**src/rtl/ftsd_pkg.sv**
```systemverilog
// ----------------------------------------------------------------------------
// ftsd_pkg: shared types, constants and membership helpers
// Q0.16 fuzzy drive controller: distance breakpoints, ramp tables, codes.
// ----------------------------------------------------------------------------
package ftsd_pkg;

    localparam int DistFracBits = 4;
    localparam int DistW        = 16;
    localparam int QW           = 17;          // Q0.16 with 1.0 representable
    localparam logic [QW-1:0] QOne = 17'h10000;
    localparam int LevelW       = 8;
    localparam int Rules        = 7;
    localparam int RuleIdxW     = 3;
    localparam int NumW         = 28;          // 7 * 2^16 * 128 fits in signed 28
    localparam int SumW         = 20;          // 7 * 2^16
    localparam int QuotW        = 9;           // |quotient| <= 128

    localparam int CfgIdxW = 3;
    localparam logic [CfgIdxW-1:0] CfgReverse   = 3'd0;
    localparam logic [CfgIdxW-1:0] CfgCurveNear = 3'd1;
    localparam logic [CfgIdxW-1:0] CfgCurveMid  = 3'd2;
    localparam logic [CfgIdxW-1:0] CfgFast      = 3'd3;
    localparam logic [CfgIdxW-1:0] CfgMax       = 3'd4;

    localparam int Cm = 1 << DistFracBits;
    localparam logic [DistW:0] Cm999 = (DistW+1)'(999 * Cm);

    // ceil(2^22 / 5): exact floor(x / 5) for x below 2^22
    localparam int Recip5 = 838861;

    typedef struct packed {
        logic [DistW-1:0] left_distance;
        logic [DistW-1:0] middle_distance;
        logic [DistW-1:0] right_distance;
    } sensor_word_t;

    typedef struct packed {
        logic signed [LevelW-1:0] left_speed;
        logic signed [LevelW-1:0] right_speed;
        logic                     searching;
    } drive_word_t;

    typedef struct packed {
        logic signed [LevelW-1:0] reverse_level;
        logic signed [LevelW-1:0] curve_near_level;
        logic signed [LevelW-1:0] curve_mid_level;
        logic signed [LevelW-1:0] fast_level;
        logic signed [LevelW-1:0] max_level;
    } cfg_t;

    typedef struct packed {
        logic [QW-1:0] n;
        logic [QW-1:0] m;
        logic [QW-1:0] f;
    } memb_t;

    typedef logic signed [DistW+1:0] sdist_t;

    // span * 65536 / (10 cm) = span * 2048 / 5, by reciprocal multiplication
    function automatic logic [QW-1:0] ramp10(input logic [DistW:0] span);
        logic [DistW+20:0] p;
        begin
            p = (DistW+21)'(span) * (DistW+21)'(Recip5);
            return p[QW+10:11];
        end
    endfunction

    // span * 65536 / (20 cm) = span * 1024 / 5
    function automatic logic [QW-1:0] ramp20(input logic [DistW+1:0] span);
        logic [DistW+21:0] p;
        begin
            p = (DistW+22)'(span) * (DistW+22)'(Recip5);
            return p[QW+11:12];
        end
    endfunction

    function automatic logic [DistW:0] clean(input logic [DistW-1:0] raw);
        logic [DistW+4:0] t;
        begin
            t = (DistW+5)'(raw) * (DistW+5)'(10);
            if (t <= (DistW+5)'(Cm)) return Cm999;
            return {1'b0, raw};
        end
    endfunction

    function automatic memb_t member(input logic [DistW:0] x);
        memb_t r;
        begin
            if (x <= (DistW+1)'(15*Cm))      r.n = QOne;
            else if (x >= (DistW+1)'(25*Cm)) r.n = '0;
            else r.n = ramp10((DistW+1)'(25*Cm) - x);
            if (x <= (DistW+1)'(20*Cm) || x >= (DistW+1)'(55*Cm)) r.m = '0;
            else if (x <= (DistW+1)'(30*Cm)) r.m = ramp10(x - (DistW+1)'(20*Cm));
            else if (x <= (DistW+1)'(45*Cm)) r.m = QOne;
            else r.m = ramp10((DistW+1)'(55*Cm) - x);
            if (x <= (DistW+1)'(50*Cm))      r.f = '0;
            else if (x >= (DistW+1)'(60*Cm)) r.f = QOne;
            else r.f = ramp10(x - (DistW+1)'(50*Cm));
            return r;
        end
    endfunction

    // degree to which p is less than q
    function automatic logic [QW-1:0] soft_less(input logic [DistW:0] p,
                                                 input logic [DistW:0] q);
        sdist_t d;
        begin
            d = sdist_t'({1'b0, q}) - sdist_t'({1'b0, p});
            if (d >= sdist_t'(10*Cm))  return QOne;
            if (d <= -sdist_t'(10*Cm)) return '0;
            return ramp20((DistW+2)'(d + sdist_t'(10*Cm)));
        end
    endfunction

    function automatic logic [QW-1:0] qmul(input logic [QW-1:0] a,
                                           input logic [QW-1:0] b);
        logic [2*QW-1:0] p;
        begin
            p = a * b;
            return p[QW+15:16];
        end
    endfunction

    function automatic logic signed [LevelW-1:0] clamp100(
        input logic signed [QuotW:0] v);
        begin
            if (v > 100)  return LevelW'(100);
            if (v < -100) return -LevelW'(100);
            return v[LevelW-1:0];
        end
    endfunction

endpackage

```
**src/rtl/ftsd_divider.sv**
```systemverilog
// ----------------------------------------------------------------------------
// ftsd_divider: pipelined signed quotient of weighted sum by weight sum
// Restoring division, one quotient bit per stage, truncation toward zero.
// ----------------------------------------------------------------------------
module ftsd_divider
(
    input  logic                          clk,
    input  logic                          adv,
    input  logic signed [ftsd_pkg::NumW-1:0] num,
    input  logic [ftsd_pkg::SumW-1:0]     den,
    output logic signed [ftsd_pkg::QuotW:0]  quot
);
    import ftsd_pkg::*;

    localparam int RemW = SumW + 1;

    logic [QuotW-1:0] q_reg   [QuotW+1];
    logic [RemW-1:0]  rem_reg [QuotW+1];
    logic [NumW-1:0]  mag_reg [QuotW+1];
    logic [SumW-1:0]  den_reg [QuotW+1];
    logic             neg_reg [QuotW+1];
    logic [NumW-1:0]  mag_in;

    assign mag_in = num[NumW-1] ? NumW'(-num) : NumW'(num);

    // quotient magnitude below 2^QuotW, so only the low QuotW bits are developed;
    // the upper numerator bits form the starting remainder
    always_ff @(posedge clk)
    begin
        if (adv)
        begin
            mag_reg[0] <= mag_in;
            neg_reg[0] <= num[NumW-1];
            den_reg[0] <= den;
            rem_reg[0] <= RemW'(mag_in >> QuotW);
            q_reg[0]   <= '0;
        end
    end

    for (genvar s = 0; s < QuotW; s++)
    begin : g_stage
        logic [RemW:0]        trial;
        logic [RemW-1:0]      cur;
        assign cur   = rem_reg[s];
        assign trial = {cur, mag_reg[s][QuotW-1-s]} - {2'b0, den_reg[s]};
        always_ff @(posedge clk)
        begin
            if (adv)
            begin
                mag_reg[s+1] <= mag_reg[s];
                den_reg[s+1] <= den_reg[s];
                neg_reg[s+1] <= neg_reg[s];
                if (!trial[RemW])
                begin
                    rem_reg[s+1] <= trial[RemW-1:0];
                    q_reg[s+1]   <= {q_reg[s][QuotW-2:0], 1'b1};
                end
                else
                begin
                    rem_reg[s+1] <= {cur[RemW-2:0], mag_reg[s][QuotW-1-s]};
                    q_reg[s+1]   <= {q_reg[s][QuotW-2:0], 1'b0};
                end
            end
        end
    end

    assign quot = neg_reg[QuotW] ? -$signed({1'b0, q_reg[QuotW]})
                                 : $signed({1'b0, q_reg[QuotW]});
endmodule

```
**config.mk**
```make
export PLATFORM = sky130hd
export DESIGN_NAME = ftsd_divider
export DESIGN_NICKNAME = d
export VERILOG_FILES = /design/src/rtl/ftsd_pkg.sv /design/src/rtl/ftsd_divider.sv
export SDC_FILE = /design/constraint.sdc
export NUM_CORES = 1
export LEC_CHECK = 0
export BUFFER_PORTS_ARGS = -buffer_cell sky130_fd_sc_hd__buf_2
export CAP_MARGIN = 5
export CORE_ASPECT_RATIO = 0.6
export CORE_MARGIN = 2
export CORE_UTILIZATION = 55
export DETAILED_ROUTE_END_ITERATION = 7
export PLACE_DENSITY = 0.71
export SLEW_MARGIN = 25
export SYNTH_ARGS = -nofsm -noshare
export SYNTH_HDL_FRONTEND = slang
export SYNTH_SLANG_ARGS = --single-unit
```
**constraint.sdc**
```tcl
create_clock -name clk -period 3.51 [get_ports clk]
set_input_delay 0.702 -clock clk [delete_from_list [all_inputs] [get_ports clk]]
set_output_delay 0.702 -clock clk [all_outputs]
set_load 0.1 [all_outputs]
```
==> results_dict.tcl <==
set metrics [dict create \
    die_y_um 171 \
    detail-route-antenna-nets 0 \
    drv_slew 0 \
    worstHoldPathCells 1 \
    clkLatencyLatePin_ns 0.57 \
    totalWireLength_mm 52.5 \
    cellLeakagePower_nw 11.7 \
    yosysMostFrequentCell "edfxtp_1" \
    power.switching_mw 8.17 \
    startpoint_type "flop" \
    p_per_area_nw_per_um2 812 \
    critPathTopFamily "compound AO/OA/AOI/OAI gates" \
    yosys.area.top_type "edfxtp_1" \
    crit_type "flop to flop" \
    ys_seq_area_frac 0.551 \
    grt_setup_unrepaired "yes" \
    timing.final.ws_setup_ns 0.0770 \
    wl_per_cell_um 17.6 \
    io_pins 60 \
    crit_fanout 5 \
    synthCells 2198 \
    max_stage_delay_ns 0.40 \
    dp_slack_ns -0.116 \
    fill_cells 3409 \
    path_cells "ha_1 > nor2b_4 > o31ai_2 > buf_4 > a211oi_2 > buf_4 > o21ai_4 > a211oi_2 > o31a_1 > o32a_1 > mux2i_4 > buf_12 > buf_12 > mux2_2" \
    clock_path_buffers 3 \
    final_area_um2 28800 \
    synth_nets 2437 \
    seqPwrFrac 0.367 \
    port_buffers 59 \
    clk_pin_slew_worst_paths_ns 0.07 \
    ys_async_sr_fraction 0 \
    initial_core_util 0.563 \
    critPathRequiredTime_ns 3.81 \
    finalPower_mw 23.4 \
    grt_first_pass_wirelength_mm 83.9 \
    cts_tree "done" \
    finalSetupViolCount 0 \
    numCtsBuffers 46 \
    synth_top_area_frac 0.550 \
    reg2reg_from "rem_reg[5][0]" \
    crit_start "rem_reg[5][0]" \
    holdBufCountCts 0 \
    tns_ns 0 \
    grt_antenna_before_repair 1 \
    synth_cell_type_count 79 \
    avgViaCountPerCell 5.71 \
    synth_common_cells "edfxtp_1, inv_1, ha_1" \
    critical_path_buf_inv_count 4 \
    grt_use_total 0.219 \
    grt_pass1_vias 16200 \
    core_um2 45200 \
    ir_worst_vdd_uv 455 \
    dieArea_um2 48000 \
    power.internal_mw 15.2 \
    slew_headroom 0.350 \
    n_antenna_cell 0 \
    drtIter0Drc 1741 \
    drive_above_1_share 0.128 \
    yosysWarnings 0 \
    htree_num_levels 2 \
    worstHoldStart "den[2]" \
    gr-total-overflow 0 \
    largest_reg_flops 180 \
    grt_max_degree 118 \
    final_cells 2985 \
    end_kind "flop" \
    outcome "complete, no violations" \
    crit_cells 14 \
    vias 17000 \
    worstMarginPinSlew_ns 0.975 \
    drtPass1Iterations 5 \
    crit_slowest_cell "edfxtp_1" \
    cap_violations 0 \
    synthTopCellsByArea "edfxtp_1, ha_1, inv_1" \
    finalHoldViolations 0 \
    arrival_ns 3.73 \
    whs_ns 0.306 \
    clkPwrFrac 0.214 \
    reg2reg_depth 14 \
    gp_congestion 0.889 \
    ys_seq_elements 467 \
    fin_crit_ns 3.43 \
    cts_sinks 467 \
    fin_util 0.636 \
    swShare 0.350 \
    placed_area_um2 26900 \
    synthFlopType "edfxtp_1" \
    synth_edf_count 466 \
    syn-cell-area_um2 25400 \
    max_freq_ghz 0.291 \
    hpwl_mm 37.6 \
    die_w_um 282 \
    finClkSkew_ns 0.0253 \
    hold_path.class "input pin to flop" \
    syn-mean-instance-area_um2 11.6 \
    pwr-share-comb 0.419 \
    syn_to_final_growth_pct 13.1 \
    clk_root_buffer_cell "clkbuf_16" \
    timing.final.crit_share 0.978 \
    fp-row-count 60 \
    place_inst 2888 \
    drc 0 \
    nNetsFinal 2566 \
]
-- worst paths after layout --
path                     to  slack, ns
max          rem_reg[6][18]       0.08
min           den_reg[0][2]       0.31
max reg2reg  rem_reg[6][18]       0.08
min reg2reg     q_reg[3][1]       0.42
-- cells by family (layout without fill, tap and decap cells) --
group / Yosys count / count (layout) / synth area share
AOI/OAI and AO/OA: 582 / 582 / 0.144
xor gates and xnor gates: 143 / 143 / 0.0492
adders and majority gates: 189 / 189 / 0.0953
buffers and inverters: 283 / 450 / 0.0430
DFF: 467 / 467 / 0.551
muxes: 63 / 63 / 0.0274
and+or+nand+nor: 471 / 471 / 0.0898
-- placed cells by master (no fill, tap or decap), drive strengths merged, types with 27 or more instances in the layout --
master / Yosys / routed
mux2: 53 / 53
a211oi: 27 / 27
o21ai: 153 / 153
buf: 12 / 127
nand2b: 39 / 39
o21a: 36 / 36
o31ai: 35 / 35
inv: 235 / 237
nor2: 130 / 130
xnor2: 96 / 96
a21o: 69 / 69
nand3: 28 / 28
a21oi: 152 / 152
clkbuf: 36 / 54
edfxtp: 466 / 466
nand2: 147 / 147
ha: 181 / 181
xor2: 47 / 47
-- power groups by stage --
stage	Sequential (mW)	Clock (mW)	Combinational (mW)
final	8.58	4.99	9.79
after global routing	8.71	5.30	10.8
after CTS	8.57	5.08	9.18
after detailed placement	8.67	0	9.09
after global placement	8.65	0	8.75
after floorplan	8.38	0	6.81
-- layout make-up --
cell class	instances	area, µm²	share of cell area
multi-input combinational	1448	10600	0.367
clock inverter	34	320	0.0111
sequential	467	14000	0.487
tap	620	776	0.0270
clock buffer	52	1190	0.0415
inverter	235	885	0.0308
timing repair buffer	129	1010	0.0352
-- metal layers --
layer  vias up  wire [µm]  GRT usage
met1      8208      27100      0.352
met4         0        844     0.0472
met5         -          0          0
met3        69       3320     0.0310
met2       456      21200      0.313
li1       8314          -          -
-- repair_timing --
| action | CTS | global route |
|---|---|---|
| buffers inserted | 1 | 7 |
| gates resized for setup | 3 | 49 |
| setup endpoints to repair | 33 | 67 |
| gates cloned | 0 | 3 |
| pin swaps | 1 | 3 |
-- worst register-to-register path: stages, from the launching register on --
cell      delay [ns]
edfxtp_1        0.40
ha_1            0.31
nor2b_4         0.14
o31ai_2         0.20
buf_4           0.18
a211oi_2        0.07
buf_4           0.16
o21ai_4         0.20
a211oi_2        0.12
o31a_1          0.31
o32a_1          0.25
mux2i_4         0.20
buf_12          0.16
buf_12          0.14
mux2_2          0.34
Note: power is estimated with default switching activity, not from simulation.
