==> config.mk <==
export PLATFORM = sky130hd
export DESIGN_NAME = ftsd_rule_lane
export DESIGN_NICKNAME = d
export VERILOG_FILES = /design/src/rtl/ftsd_pkg.sv /design/src/rtl/ftsd_rule_lane.sv
export SDC_FILE = /design/constraint.sdc
export NUM_CORES = 2
export LEC_CHECK = 0
export BUFFER_PORTS_ARGS = -buffer_cell sky130_fd_sc_hd__buf_2
export CAP_MARGIN = 0
export CORE_UTILIZATION = 30
export DETAILED_ROUTE_END_ITERATION = 6
export HOLD_SLACK_MARGIN = 0.1
export PLACE_DENSITY = 0.46
export SKIP_CTS_REPAIR_TIMING = 1
export SYNTH_ARGS = -nofsm -noshare
export SYNTH_HDL_FRONTEND = slang
export SYNTH_SLANG_ARGS = --single-unit
==> constraint.sdc <==
create_clock -name clk -period 12.2 [get_ports clk]
set_clock_uncertainty 0.15 [all_clocks]
set_input_delay 1.22 -clock clk [delete_from_list [all_inputs] [get_ports clk]]
set_output_delay 1.22 -clock clk [all_outputs]
set_load 0.005 [all_outputs]
==> src/rtl/ftsd_pkg.sv <==
// ----------------------------------------------------------------------------
// ftsd_pkg: shared types, constants and membership helpers
// Q0.16 fuzzy drive controller: distance breakpoints, ramp tables, codes.
// ----------------------------------------------------------------------------
package ftsd_pkg;

    localparam int DistFracBits = 4;
    localparam int DistW        = 16;
    localparam int QW           = 17;          // Q0.16 with 1.0 representable
    localparam logic [QW-1:0] QOne = 17'h10000;
    localparam int LevelW       = 8;
    localparam int Rules        = 7;
    localparam int RuleIdxW     = 3;
    localparam int NumW         = 28;          // 7 * 2^16 * 128 fits in signed 28
    localparam int SumW         = 20;          // 7 * 2^16
    localparam int QuotW        = 9;           // |quotient| <= 128

    localparam int CfgIdxW = 3;
    localparam logic [CfgIdxW-1:0] CfgReverse   = 3'd0;
    localparam logic [CfgIdxW-1:0] CfgCurveNear = 3'd1;
    localparam logic [CfgIdxW-1:0] CfgCurveMid  = 3'd2;
    localparam logic [CfgIdxW-1:0] CfgFast      = 3'd3;
    localparam logic [CfgIdxW-1:0] CfgMax       = 3'd4;

    localparam int Cm = 1 << DistFracBits;
    localparam logic [DistW:0] Cm999 = (DistW+1)'(999 * Cm);

    // ceil(2^22 / 5): exact floor(x / 5) for x below 2^22
    localparam int Recip5 = 838861;

    typedef struct packed {
        logic [DistW-1:0] left_distance;
        logic [DistW-1:0] middle_distance;
        logic [DistW-1:0] right_distance;
    } sensor_word_t;

    typedef struct packed {
        logic signed [LevelW-1:0] left_speed;
        logic signed [LevelW-1:0] right_speed;
        logic                     searching;
    } drive_word_t;

    typedef struct packed {
        logic signed [LevelW-1:0] reverse_level;
        logic signed [LevelW-1:0] curve_near_level;
        logic signed [LevelW-1:0] curve_mid_level;
        logic signed [LevelW-1:0] fast_level;
        logic signed [LevelW-1:0] max_level;
    } cfg_t;

    typedef struct packed {
        logic [QW-1:0] n;
        logic [QW-1:0] m;
        logic [QW-1:0] f;
    } memb_t;

    typedef logic signed [DistW+1:0] sdist_t;

    // span * 65536 / (10 cm) = span * 2048 / 5, by reciprocal multiplication
    function automatic logic [QW-1:0] ramp10(input logic [DistW:0] span);
        logic [DistW+20:0] p;
        begin
            p = (DistW+21)'(span) * (DistW+21)'(Recip5);
            return p[QW+10:11];
        end
    endfunction

    // span * 65536 / (20 cm) = span * 1024 / 5
    function automatic logic [QW-1:0] ramp20(input logic [DistW+1:0] span);
        logic [DistW+21:0] p;
        begin
            p = (DistW+22)'(span) * (DistW+22)'(Recip5);
            return p[QW+11:12];
        end
    endfunction

    function automatic logic [DistW:0] clean(input logic [DistW-1:0] raw);
        logic [DistW+4:0] t;
        begin
            t = (DistW+5)'(raw) * (DistW+5)'(10);
            if (t <= (DistW+5)'(Cm)) return Cm999;
            return {1'b0, raw};
        end
    endfunction

    function automatic memb_t member(input logic [DistW:0] x);
        memb_t r;
        begin
            if (x <= (DistW+1)'(15*Cm))      r.n = QOne;
            else if (x >= (DistW+1)'(25*Cm)) r.n = '0;
            else r.n = ramp10((DistW+1)'(25*Cm) - x);
            if (x <= (DistW+1)'(20*Cm) || x >= (DistW+1)'(55*Cm)) r.m = '0;
            else if (x <= (DistW+1)'(30*Cm)) r.m = ramp10(x - (DistW+1)'(20*Cm));
            else if (x <= (DistW+1)'(45*Cm)) r.m = QOne;
            else r.m = ramp10((DistW+1)'(55*Cm) - x);
            if (x <= (DistW+1)'(50*Cm))      r.f = '0;
            else if (x >= (DistW+1)'(60*Cm)) r.f = QOne;
            else r.f = ramp10(x - (DistW+1)'(50*Cm));
            return r;
        end
    endfunction

    // degree to which p is less than q
    function automatic logic [QW-1:0] soft_less(input logic [DistW:0] p,
                                                 input logic [DistW:0] q);
        sdist_t d;
        begin
            d = sdist_t'({1'b0, q}) - sdist_t'({1'b0, p});
            if (d >= sdist_t'(10*Cm))  return QOne;
            if (d <= -sdist_t'(10*Cm)) return '0;
            return ramp20((DistW+2)'(d + sdist_t'(10*Cm)));
        end
    endfunction

    function automatic logic [QW-1:0] qmul(input logic [QW-1:0] a,
                                           input logic [QW-1:0] b);
        logic [2*QW-1:0] p;
        begin
            p = a * b;
            return p[QW+15:16];
        end
    endfunction

    function automatic logic signed [LevelW-1:0] clamp100(
        input logic signed [QuotW:0] v);
        begin
            if (v > 100)  return LevelW'(100);
            if (v < -100) return -LevelW'(100);
            return v[LevelW-1:0];
        end
    endfunction

endpackage

==> src/rtl/ftsd_rule_lane.sv <==
// ----------------------------------------------------------------------------
// ftsd_rule_lane: one steering rule weight
// Chains up to four Q0.16 products, one product per stage.
// ----------------------------------------------------------------------------
module ftsd_rule_lane
(
    input  logic                 clk,
    input  logic                 adv,
    input  logic [ftsd_pkg::QW-1:0] f0,
    input  logic [ftsd_pkg::QW-1:0] f1,
    input  logic [ftsd_pkg::QW-1:0] f2,
    input  logic [ftsd_pkg::QW-1:0] f3,
    input  logic [ftsd_pkg::QW-1:0] f4,
    output logic [ftsd_pkg::QW-1:0] weight
);
    import ftsd_pkg::*;

    logic [QW-1:0] p1_reg, p2_reg, p3_reg, p4_reg;
    logic [QW-1:0] a2_reg, a3_reg, a4_reg, b3_reg, b4_reg, c4_reg;

    always_ff @(posedge clk)
    begin
        if (adv)
        begin
            p1_reg <= qmul(f0, f1);
            a2_reg <= f2; b3_reg <= f3; c4_reg <= f4;
            p2_reg <= qmul(p1_reg, a2_reg);
            a3_reg <= b3_reg; b4_reg <= c4_reg;
            p3_reg <= qmul(p2_reg, a3_reg);
            a4_reg <= b4_reg;
            p4_reg <= qmul(p3_reg, a4_reg);
        end
    end

    assign weight = p4_reg;
endmodule

==> flow_summary.toml <==
[drt]
postRouteWirelength_um = 103000
initialDrtViolationCount = 1050
route.detailed.wl_per_inst_um = 16.9
remaining_drc_errors = 0
drt_pre_antenna_iters = 7
via_density = 4.49
detailed_route_via_count = 27265
route.antenna.remaining_nets = 0

[yosys]
synth_nets = 5666
synth-warning-count = 0
synth_top_area_share_pct = 43.2
ys_seq_area_share_pct = 12.5
synth_cells = 4287
asr_flop_ratio_synth_pct = 0
post_synth.cell_area_avg_um2 = 9.55
synth_area_um2 = 40900
synth_edf_count = 170
synth_seq_cells = 170
ys.flop_type = "sky130_fd_sc_hd__edfxtp_1"
post_synth_num_cell_types = 62
yosysTopAreaCell = "sky130_fd_sc_hd__fa_1"
synth.area.top_cells = "sky130_fd_sc_hd__fa_1 43%, sky130_fd_sc_hd__ha_1 12%, sky130_fd_sc_hd__edfxtp_1 12%"

[placed_design]
place.port_buffers = 103
post-dp-hpwl_um = 81000
place.detailed.instances = 6040
final_estimated_routing_congestion_in_global_placement = 0.808

[cts]
cts.reportedPaths.clkPinSlew_ns = 0.09
tritoncts = "built"
clock-root-buffer = "sky130_fd_sc_hd__clkbuf_16"
clockBufferDepth = 2
cts_num_sinks = 170
ctsHtreeMaxLevel = 4
worstSkewPairLatency_ns = 0.53
tritoncts.num_buffers = 17

[timing]
slew_violations = 0
layout_min_cycle_time_ns = 7.02
finalHoldViolations = 0
max_clock_freq_ghz = 0.142
final_period_util_pct = 57.6
rsz0062_at_grt = "no"
finalSetupViolCount = 0
pin_slew_with_the_least_headroom_to_its_limit_ns = 1.01
finalSetupTns_ns = 0
maxSlewHeadroom_pct = 32.8

[finish]
nets = 5657
synth_to_final_area_change_pct = 7.08
post_layout_nonfiller_instances = 6073
mostFrequentLayoutCells = "1068 x sky130_fd_sc_hd__inv_1, 884 x sky130_fd_sc_hd__fa_1, 693 x sky130_fd_sc_hd__nand2_1, 490 x sky130_fd_sc_hd__and2_1, 408 x sky130_fd_sc_hd__ha_1"
register_area_um2 = 5100
multi_input_comb_area_um2 = 31300
final_layout_size_suffix_gt1_share_pct = 3.82
final_common_cell = "sky130_fd_sc_hd__inv_1"
fillers = 14263

[worst_setup_path]
cp.depth = 19
timing.critical_path.buf_inv = 3
path_max_fanout = 17
ff2ff_path_depth = 19
destination_of_the_worst_register_to_register_timing_path = "p2_reg[16]$_DFFE_PP_"
worstSetupPathType = "register to register"
worst_ep_arrival_time_ns = 7.14
critical_path.most_common_cell = "sky130_fd_sc_hd__fa_1"
critical_path_end = "p2_reg[16]$_DFFE_PP_"
worstReg2RegStart = "a2_reg[4]$_DFFE_PP_"
worstSetupStartpoint = "a2_reg[4]$_DFFE_PP_"
cp_data_required_time_ns = 12.31
setup.reg_to_reg.worst_slack_ns = 5.18
crit_chain = "nand2_1, fa_1, fa_1, fa_1, inv_1, fa_1, fa_1, inv_1, fa_1, inv_1, ha_1, nand3_1, o22ai_1, a21oi_1, a31oi_1, a21oi_2, o31ai_1, a31oi_1, xnor2_1"
worst_path_largest_cell_delay_ns = 1.02
timing.critical_path.from_type = "register"
path_delay_family = "adder cells"
critical_path_end_type = "register"
slowest_cell_on_the_critical_path = "sky130_fd_sc_hd__edfxtp_1"

[floorplan]
core_area_um2 = 135000
pin_count = 104
fp.dieArea_um2 = 138000
initial_utilization_pct = 30.2
die_width_um = 371
floorplan.rows = 135
chipHeight_um = 371

[global_routing]
grt_antenna_before_repair = 4
grt_first_pass_wirelength_um = 171000
grt_max_degree = 65
grt_overflow_total = 0
grt_usage_pct = 15.9
first_global_vias = 30878

[hold_path]
timing.hold.worst.start = "b4_reg[1]$_DFFE_PP_"
worstHoldPathType = "register to register"

[outcome]
status = "finished, final reports clean"

[run]
maxCapViolations = 0
layer usage:
layer | routed length [um] | share of wire [%] | GRT usage, %
met3 | 3360 | 3.3 | 2.09
met1 | 46100 | 45 | 20.4
met4 | 1960 | 1.9 | 3.89
met2 | 51300 | 50 | 28.1
met5 | 0 | 0 | 0
cell families (layout without fill, tap and decap cells):
group                    Yosys count  after routing  synth area share (%)
AO/OA/AOI/OAI                    203            203                  3.31
XOR/XNOR                          74             74                  1.58
adder cells (fa/ha/maj)         1292           1292                  55.7
buffers and inverters           1219           1223                  11.2
flip-flops                       170            170                  12.5
other                              0              1                     0
AND/OR/NAND/NOR                 1329           1329                  15.8
synthesized netlist by cell type, drive strengths merged (3+ instances only):
master and n:
and3 16, or4 3, a31oi 9, fa 884, and2 490, inv 1068, nor4 4, o311ai 3
o31ai 6, a21boi 6, o21a 8, ha 408, nor2 41, a21oi 67, xnor2 61, xor2 13
nand4 9, a2111oi 3, and4 3, o211ai 3, nand2 693, or3 7, a211oi 9, o21ai 31
clkbuf 150, nor2b 5, a21o 22, or2 4, nand3b 4, o21bai 10, nand2b 8, a221oi 3
nand3 20, nor3 20, edfxtp 170
stage by stage:
| step | instance area, um^2 | utilization, % | worst slack (ns) | hold slack, ns |
|---|---|---|---|---|
| after global placement | 43300 | 31.9 | 4.91 | 0.255 |
| after global routing | 43800 | 32.4 | 4.78 | 0.278 |
| after detailed placement | 43300 | 31.9 | 4.89 | 0.255 |
| final | 43800 | 32.4 | 5.18 | 0.271 |
| after floorplan | 40900 | - | 5.22 | 0.250 |
| after CTS | 43800 | 32.4 | 5.14 | 0.273 |
worst register-to-register path, stage by stage (launching register included):
cell	delay, ns
sky130_fd_sc_hd__edfxtp_1	1.02
sky130_fd_sc_hd__nand2_1	0.17
sky130_fd_sc_hd__fa_1	0.50
sky130_fd_sc_hd__fa_1	0.53
sky130_fd_sc_hd__fa_1	0.52
sky130_fd_sc_hd__inv_1	0.05
sky130_fd_sc_hd__fa_1	0.48
sky130_fd_sc_hd__fa_1	0.51
sky130_fd_sc_hd__inv_1	0.06
sky130_fd_sc_hd__fa_1	0.48
sky130_fd_sc_hd__inv_1	0.04
sky130_fd_sc_hd__ha_1	0.28
sky130_fd_sc_hd__nand3_1	0.14
sky130_fd_sc_hd__o22ai_1	0.20
sky130_fd_sc_hd__a21oi_1	0.12
sky130_fd_sc_hd__a31oi_1	0.57
sky130_fd_sc_hd__a21oi_2	0.28
sky130_fd_sc_hd__o31ai_1	0.38
sky130_fd_sc_hd__a31oi_1	0.15
sky130_fd_sc_hd__xnor2_1	0.14
worst min-delay path by stage:
stage	endpoint	slack [ns]	cells past startpoint
finish	a4_reg[1]$_DFFE_PP_	0.27	0
global route	a4_reg[6]$_DFFE_PP_	0.28	0
CTS	a3_reg[5]$_DFFE_PP_	0.27	0
detailed placement	a3_reg[1]$_DFFE_PP_	0.26	0
global placement	b4_reg[9]$_DFFE_PP_	0.25	0
floorplan	a3_reg[0]$_DFFE_PP_	0.25	0
area by class of cell:
cell class	instances	area share (%)
Antenna cell	1	0.00571
Timing Repair Buffer	123	1.54
Clock inverter	13	0.294
Clock buffer	19	0.987
Sequential cell	170	11.6
Tap cell	1781	5.08
Inverter	1068	9.14
Multi-Input combinational cell	2898	71.3
Power is not shown: default switching activity piles up to over one toggle a cycle in this logic, so the estimate is an artifact.
